==> src/hw/rtl/mcn_pkg.sv <==
// ----------------------------------------------------------------------------
// mcn_pkg
// Types and constants shared by the Morton cell neighbor block.
// ----------------------------------------------------------------------------
package mcn_pkg;

  localparam int LEVEL_W = 6;
  localparam int CODE_W  = 64;
  localparam int MODE_W  = 2;
  localparam int SHAMT_W = 7;

  // Highest level used for movement; larger levels saturate here
  localparam logic [LEVEL_W-1:0] MAX_CODE_LEVEL = LEVEL_W'(32);

  localparam logic [CODE_W-1:0] ODD_BITS  = 64'haaaa_aaaa_aaaa_aaaa;
  localparam logic [CODE_W-1:0] EVEN_BITS = 64'h5555_5555_5555_5555;
  localparam logic [CODE_W-1:0] ALL_ONES  = {CODE_W{1'b1}};

  // Axis mode register codes
  localparam logic [MODE_W-1:0] MODE_LAT_EVEN = 2'd0;
  localparam logic [MODE_W-1:0] MODE_LAT_ODD  = 2'd1;
  localparam logic [MODE_W-1:0] MODE_RESET    = MODE_LAT_EVEN;

  typedef struct packed {
    logic [LEVEL_W-1:0] cell_level;
    logic [CODE_W-1:0]  code_in;
  } req_t;

  typedef struct packed {
    logic [LEVEL_W-1:0] level_echo;
    logic [CODE_W-1:0]  center_code;
    logic [CODE_W-1:0]  north_code;
    logic [CODE_W-1:0]  east_code;
    logic [CODE_W-1:0]  west_code;
    logic [CODE_W-1:0]  south_code;
    logic [CODE_W-1:0]  southeast_code;
    logic [CODE_W-1:0]  northwest_code;
    logic [CODE_W-1:0]  southwest_code;
    logic [CODE_W-1:0]  northeast_code;
  } rsp_t;

endpackage

==> src/hw/rtl/mcn_neighbor_calc.sv <==
// ----------------------------------------------------------------------------
// mcn_neighbor_calc
// Masked increment/decrement of each interleaved axis and selection of the
// eight neighbor codes by axis mode.
// ----------------------------------------------------------------------------
module mcn_neighbor_calc
  import mcn_pkg::*;
(
  input  req_t              req,
  input  logic [MODE_W-1:0] axis_mode,
  output rsp_t              rsp
);

  logic [LEVEL_W-1:0] lvl_sat;
  logic [SHAMT_W-1:0] shamt;
  logic [CODE_W-1:0]  low_mask;
  logic [CODE_W-1:0]  odd_a, even_a;
  logic [CODE_W-1:0]  odd_fill, even_fill;
  logic [CODE_W-1:0]  odd_inc, odd_dec, even_inc, even_dec;
  logic [CODE_W-1:0]  code;

  assign code = req.code_in;

  // Saturate level and build the mask of the low 2*level bits
  assign lvl_sat  = (req.cell_level > MAX_CODE_LEVEL) ? MAX_CODE_LEVEL : req.cell_level;
  assign shamt    = {lvl_sat, 1'b0};
  assign low_mask = ~(ALL_ONES << shamt);

  // Split axes; fill the other axis's bits so carries ripple across gaps
  assign odd_a     = code & ODD_BITS;
  assign even_a    = code & EVEN_BITS;
  assign odd_fill  = EVEN_BITS & low_mask;
  assign even_fill = ODD_BITS & low_mask;

  assign odd_inc  = (odd_a + odd_fill + 64'd1) & ODD_BITS & low_mask;
  assign odd_dec  = ((odd_a | odd_fill) - (odd_fill + 64'd1)) & ODD_BITS & low_mask;
  assign even_inc = (even_a + even_fill + 64'd1) & EVEN_BITS & low_mask;
  assign even_dec = ((even_a | even_fill) - (even_fill + 64'd1)) & EVEN_BITS & low_mask;

  // Select neighbors by which axis carries latitude
  always_comb begin
    rsp.level_echo     = req.cell_level;
    rsp.center_code    = code;
    rsp.southwest_code = odd_dec | even_dec;
    rsp.northeast_code = odd_inc | even_inc;
    unique case (axis_mode)
      MODE_LAT_EVEN: begin
        rsp.north_code     = odd_a | even_inc;
        rsp.east_code      = odd_inc | even_a;
        rsp.west_code      = odd_dec | even_a;
        rsp.south_code     = odd_a | even_dec;
        rsp.southeast_code = odd_inc | even_dec;
        rsp.northwest_code = odd_dec | even_inc;
      end
      MODE_LAT_ODD: begin
        rsp.north_code     = odd_inc | even_a;
        rsp.east_code      = odd_a | even_inc;
        rsp.west_code      = odd_a | even_dec;
        rsp.south_code     = odd_dec | even_a;
        rsp.southeast_code = odd_dec | even_inc;
        rsp.northwest_code = odd_inc | even_dec;
      end
      default: begin
        rsp.north_code     = code;
        rsp.east_code      = code;
        rsp.west_code      = code;
        rsp.south_code     = code;
        rsp.southeast_code = code;
        rsp.northwest_code = code;
      end
    endcase
  end

endmodule

==> config.mk <==
export PLATFORM = sky130hd
export DESIGN_NAME = mcn_neighbor_calc
export DESIGN_NICKNAME = d
export VERILOG_FILES = /design/src/hw/rtl/mcn_pkg.sv /design/src/hw/rtl/mcn_neighbor_calc.sv
export SDC_FILE = /design/constraint.sdc
export NUM_CORES = 1
export LEC_CHECK = 0
export BUFFER_PORTS_ARGS = -buffer_cell sky130_fd_sc_hd__buf_2
export CORE_AREA = 8 8 248 250
export DETAILED_ROUTE_END_ITERATION = 8
export DIE_AREA = 0 0 256 258
export PLACE_DENSITY = 0.52
export SLEW_MARGIN = 0
export SYNTH_ARGS = -nofsm -noshare
export SYNTH_HDL_FRONTEND = slang
export SYNTH_SLANG_ARGS = --single-unit
==> constraint.sdc <==
create_clock -name vclk -period 3.2
set_clock_uncertainty 0.1 [all_clocks]
set_input_delay 0.32 -clock vclk [all_inputs]
set_output_delay 0.32 -clock vclk [all_outputs]
set_load 0.1 [all_outputs]
==> reports/qor.log, run 1 <==
[timing] final hold viol count 0
[worst_hold_path] WHS Endpoint rsp[519]
[grt] largest net degree at the start of global routing 70
[status] outcome complete, but fails checks
[timing] Max Clock Freq 289 MHz
[pwr] fraction of power consumed by combinational cells 100.0%
[pwr] Peak VDD IR 0.000243 V
[critical_path] kind of cell adding the most delay to the critical path simple AND/OR/NAND/NOR gates
[clock_network] total of hold buffers inserted after clock tree synthesis 0
[logic_synthesis] Syn Std Cell Area 11100 um^2
[logic_synthesis] number of distinct standard cells referenced by the synthesized netlist 72
[floorplanning] Die Area 66000 um^2
[place] HPWL after detailed placement 78400 um
[finish] share of layout cells above drive strength 1 58.3%
[status] violations in the final reports setup timing
[finish] number of sequential storage elements 0
[pwr] leakage 12.0 nW
[critical_path] biggest fanout along the worst timing path 7
[drt] via count 19200
[logic_synthesis] post-synth top area cell nand2_1
[pwr] fraction of power spent switching nets 69.1%
[timing] final clock period utilization by the worst path 108%
[timing] time the final worst path needs with I/O delays and setup 3.46 ns
[worst_hold_path] startpoint of the lowest-slack hold path req[7]
[floorplanning] Initial Utilization 19.4%
[drt] Avg WL per Cell 26.1 um
[logic_synthesis] post-synthesis simple-gate area fraction 38.6%
[critical_path] critical path arrival 3.04 ns
[drt] ratio of routed vias to standard cells 5.41
[flow_run] maximum capacitance violations 0
[critical_path] Worst setup EP type output pin
[critical_path] data required time of the critical path 2.78 ns
[critical_path] path type of the worst setup path primary input to output pin
[critical_path] CP cell instances buf_6, or4_4, or4b_4, or4_4, or3_4, buf_8, mux2i_4, nand3_4, buf_12
[timing] hold slack 0.965 ns
[pwr] sequential share of power 0%
[critical_path] crit path max-delay cell type or4b_4
[drt] ANT nets after route 0
[grt] antenna violations before repair 2
[place] cell area after placement 28200 um^2
[drt] count of unresolved DRC violations after routing 0
[grt] vias in the first global route 19500
[logic_synthesis] main combinational cell family by area after synthesis simple AND/OR/NAND/NOR gates
[pwr] relative contribution of the clock network to total power 0%
[logic_synthesis] post-synthesis sequential area ratio 0%
[pwr] Int Pwr 0.00287 W
[logic_synthesis] cells taking the most area after synthesis nand2_1, o21ai_0, clkbuf_1
[drt] number of DRC markers in iteration 0 1198
[logic_synthesis] per-instance average area after synthesis 5.57 um^2
[worst_hold_path] HP Class primary input to output pin
[finish] # nets final 2855
[place] number of buffers added on ports 654
[floorplanning] number of rows in the core area 88
[finish] post-layout instance area 29000 um^2
[drt] length of the first detailed-routing pass in iterations 5
[timing] least setup slack across all paths after layout -0.265 ns
[floorplanning] placeable core region 57400 um^2
[floorplanning] horizontal extent of the die 256 um
[timing] max-slew violation count 0
[finish] sequential cell area 0 um^2
[drt] total detailed-routing wirelength 92500 um
[grt] GRT Util Overall 26.1%
[worst_hold_path] hold path cells 2
[place] routability-driven placement congestion ratio 0.891
[finish] Layout area overhead 160%
[timing] measured slew at the worst slew-check pin 1.02 ns
[grt] wire length of the first global-routing pass 134000 um
[logic_synthesis] post-synthesis instance total 1996
[timing] setup repair after global routing missed its margin true
[logic_synthesis] Warnings, synthesis 0
[critical_path] slowest cell delay on critical path 0.59 ns
[pwr] switching pwr 0.00640 W
[floorplanning] io pins 654
[logic_synthesis] Synth Area in XOR/XNOR 8.03%
[floorplanning] Die Ht 258 um
[critical_path] kind of start point of the critical path primary input
[logic_synthesis] Synth Area in Compound Gates 33.9%
[grt] remaining global-route overflow 0
[critical_path] library cell appearing most often on the critical path or4_4
[logic_synthesis] post-synthesis share of cell area spent on full adders, half adders and majority gates 0.225%
[logic_synthesis] mux contribution to synthesized area 3.60%
[critical_path] count of buffer and inverter cells on the critical path 3
[timing] setup-violating endpoint count in the final report 55
[logic_synthesis] area share of the largest cell type after synthesis 11.5%
[logic_synthesis] net count of the mapped netlist 2070
[timing] tightest slew margin relative to the limit 31.5%
[finish] number of clock buffer instances in the layout 0
[pwr] total power divided by cell area 320 nW/um^2
-- cell type report --
| type | instances | area, um^2 |
|---|---|---|
| Antenna cell | 1 | 2.50 |
| Fill cell | 5260 | 28400 |
| Inverter | 86 | 380 |
| Multi-Input combinational cell | 1621 | 13200 |
| Tap cell | 765 | 957 |
| Timing Repair Buffer | 1072 | 14400 |
-- timing repair --
item,CTS,global route
hold endpoints to repair,0,0
cloned,0,0
pin swaps,17,13
resized for setup,79,61
setup buffers,6,8
endpoints found under the setup margin,117,136
-- worst max-delay path by stage --
| stage | from | end | slack [ns] | cells past startpoint |
|---|---|---|---|---|
| final | req[17] | rsp[191] | -0.26 | 9 |
| after global placement | req[17] | rsp[127] | -0.37 | 9 |
| after CTS | req[17] | rsp[191] | -0.25 | 9 |
| after global routing | req[17] | rsp[127] | -0.30 | 9 |
| after detailed placement | req[68] | rsp[239] | -0.39 | 8 |
| after floorplan | req[21] | rsp[171] | -0.77 | 7 |
-- stage by stage --
stage                     std cells  utilization, %  total power (W)  worst slack (ns)  TNS (ns)
final                          3545            50.5          0.00927            -0.265     -5.02
after global routing           3544            50.5          0.00949            -0.295     -8.47
after CTS                      3536            49.8          0.00927            -0.249     -4.44
after detailed placement       3530            49.1          0.00922            -0.385    -14.31
after global placement         3530            49.1          0.00918            -0.374    -11.38
after floorplan                1996               -          0.00588            -0.769    -20.96
-- kinds of logic (layout without fill, tap and decap cells) --
logic type                 count (synthesis)  count (layout)
xor gates and xnor gates                 102             102
buffers and inverters                    375            1158
adders and majority gates                  2               2
AOI/OAI and AO/OA                        595             595
muxes                                     39              39
and+or+nand+nor                          883             883
other                                      0               1
-- layout by cell type, fill, tap and decap left out, drive strengths merged, types with 27 or more instances in the layout --
| cell type | n |
|---|---|
| nand2 | 340 |
| inv | 68 |
| or3 | 30 |
| nor4 | 55 |
| o31ai | 29 |
| o21ai | 257 |
| a31oi | 30 |
| nand3 | 62 |
| mux2i | 31 |
| xnor2 | 55 |
| or4 | 27 |
| buf | 1068 |
| nor3 | 59 |
| xor2 | 47 |
| nor2 | 157 |
| nand4 | 45 |
| a21oi | 76 |
-- power groups by stage --
stage	Sequential [W]	Combinational, W	Clock, W
global placement	0	0.00918	0
CTS	0	0.00927	0
floorplan	0	0.00588	0
global route	0	0.00949	0
finish	0	0.00927	0.0000000000418
detailed placement	0	0.00922	0
-- Yosys cell counts (all sizes together), types with 7 or more instances --
cell type / number
a22o: 7
a211oi: 17
xor2: 47
nand2: 340
a21oi: 76
mux2: 8
and2: 20
and4: 15
a21o: 23
nor2: 157
nand3: 62
and3: 16
a211o: 10
xnor2: 55
nand4: 45
or3: 30
o311ai: 19
a31oi: 30
inv: 84
mux2i: 31
o31ai: 29
nor3: 59
or2: 25
o21ai: 257
buf: 108
or4: 27
clkbuf: 181
o221ai: 24
o211ai: 24
nand2b: 15
nor4: 55
a221o: 8
-- layer usage --
layer | up-vias | part of all wire (%) | global-route usage, %
met1 | 9476 | 38 | 30.0
met5 | - | 0.013 | 0
met2 | 829 | 51 | 48.3
met4 | 2 | 3.3 | 7.52
met3 | 130 | 7.1 | 5.55
li1 | 8742 | - | -
Note: power is estimated with default switching activity, not from simulation.
==> inputs of run 2 (changes only) <==
- SETUP_SLACK_MARGIN: not set -> 0.1
==> reports/qor.log, run 2 (synthesis results as in run 1) <==
[timing] least setup slack across all paths after layout -0.288 ns
[clock_network] total of hold buffers inserted after clock tree synthesis 0
[finish] sequential cell area 0 um^2
[floorplanning] number of rows in the core area 88
[critical_path] critical path arrival 3.07 ns
[finish] highest-count cells in the layout ignoring fill and taps buf_12, buf_4, nand2_1
[flow_run] maximum capacitance violations 0
[pwr] Peak VDD IR 0.000252 V
[status] outcome complete, but fails checks
[finish] final core utilization 53.2%
[grt] remaining global-route overflow 0
[timing] final clock period utilization by the worst path 109%
[place] routability-driven placement congestion ratio 0.926
[timing] setup-violating endpoint count in the final report 72
[finish] Filler Cells Inserted 5142
[finish] number of sequential storage elements 0
[floorplanning] horizontal extent of the die 256 um
[grt] wire length of the first global-routing pass 139000 um
[finish] Non-Filler Instances 3586
[floorplanning] placeable core region 57400 um^2
[grt] GRT Max-Usage Layer met2
[grt] Global Route met3 Usage 5.46%
[drt] count of unresolved DRC violations after routing 0
[place] post-placement setup slack -0.386 ns
[timing] tightest slew margin relative to the limit 38.9%
[timing] setup repair after global routing missed its margin true
[finish] # nets final 2896
[finish] number of clock buffer instances in the layout 0
[grt] GRT Util Overall 27.3%
[worst_hold_path] hold path cells 2
[grt] largest net degree at the start of global routing 85
[drt] Avg WL per Cell 27.1 um
[grt] grt met1 use 31.1%
[timing] Max Clock Freq 287 MHz
[critical_path] kind of start point of the critical path primary input
[floorplanning] Die Area 66000 um^2
[critical_path] path type of the worst setup path primary input to output pin
[floorplanning] io pins 654
[floorplanning] Initial Utilization 19.4%
[grt] vias in the first global route 19500
[timing] final hold viol count 0
[worst_hold_path] startpoint of the lowest-slack hold path req[69]
[pwr] post-layout power 0.00946 W
[drt] total detailed-routing wirelength 97300 um
[status] violations in the final reports setup timing
[worst_hold_path] HP Class primary input to output pin
[drt] number of DRC markers in iteration 0 1327
[floorplanning] Die Ht 258 um
[critical_path] biggest fanout along the worst timing path 5
[timing] time the final worst path needs with I/O delays and setup 3.49 ns
[timing] measured slew at the worst slew-check pin 0.904 ns
[critical_path] data required time of the critical path 2.78 ns
[place] number of buffers added on ports 654
[critical_path] Worst setup EP type output pin
[grt] antenna violations before repair 5
[drt] length of the first detailed-routing pass in iterations 5
[worst_hold_path] WHS Endpoint rsp[581]
[pwr] total power divided by cell area 310 nW/um^2
[grt] GRT met2 Usage 51.3%
[finish] area of the multi-input gates 14300 um^2
[timing] max-slew violation count 0
[pwr] leakage 12.6 nW
[drt] ANT nets after route 0
[drt] ratio of routed vias to standard cells 5.37
[critical_path] source of the critical timing path req[37]
[drt] via count 19300
[place] Placed Instances 3516
[finish] Layout area overhead 175%
[finish] share of layout cells above drive strength 1 62.7%
[finish] leading cell type in the layout, fill and taps excluded buf_12
[place] HPWL after detailed placement 81100 um
[run 2: cell count changes in the layout (fill, tap and decap cells not counted), moves of 9 or more]
| cell | change |
|---|---|
| nand2_1 | -12 |
| nor4_4 | +13 |
| o21ai_1 | -12 |
| o21ai_0 | -9 |
| o21ai_4 | +19 |
| nor2_4 | +9 |
| buf_6 | +33 |
| nand2_2 | +9 |
[run 2: what timing repair did]
action | in CTS | in global routing
buffers inserted | 33 | 38
pin swaps | 76 | 67
gates resized for setup | 209 | 115
endpoints found under the hold margin | 0 | 0
endpoints found under the setup margin | 244 | 180
gates cloned | 0 | 2
[run 2: final cells by class]
cell class | count | area share [%]
timing repair buffer | 1113 | 48.7
multi-input combinational | 1621 | 46.8
tap | 765 | 3.13
inverter | 86 | 1.30
antenna | 1 | 0.00819
[run 2: through the flow]
step | hold slack (ns) | instance area [um^2] | setup TNS, ns
floorplan | 0.752 | 15300 | -17.17
global placement | 0.987 | 28400 | -18.03
detailed placement | 0.990 | 28400 | -23.99
CTS | 0.957 | 29700 | -6.37
global route | 0.952 | 30500 | -13.63
finish | 0.950 | 30500 | -8.55
[run 2: worst max-delay path: stages]
cell     delay [ns]
buf_2          0.11
or4_1          0.65
or3_1          0.40
or4_4          0.56
or3_1          0.34
buf_6          0.16
mux2i_2        0.17
o21ai_4        0.17
buf_12         0.19
[run 2: report_power, final]
part | leakage (nW) | internal (W) | switching (W)
registers | 0 | 0 | 0
clock network | 0.00000634 | 0.0000000000418 | 0
logic | 12.6 | 0.00295 | 0.00651
total | 12.6 | 0.00295 | 0.00651
[run 2: how the worst max path moves through the flow]
| stage | to | slack, ns | cells after the start |
|---|---|---|---|
| 6_report | rsp[383] | -0.29 | 9 |
| 5_1_grt | rsp[301] | -0.32 | 12 |
| 4_1_cts | rsp[383] | -0.26 | 9 |
| 3_5_place_dp | rsp[377] | -0.39 | 8 |
| 3_3_place_gp | rsp[377] | -0.37 | 8 |
| 2_1_floorplan | rsp[171] | -0.77 | 7 |
[run 2: per-layer routing]
layer / routed length [um] / up-vias
li1: - / 8808
met3: 6730 / 119
met2: 50500 / 862
met4: 3120 / 8
met1: 36900 / 9457
met5: 48 / -
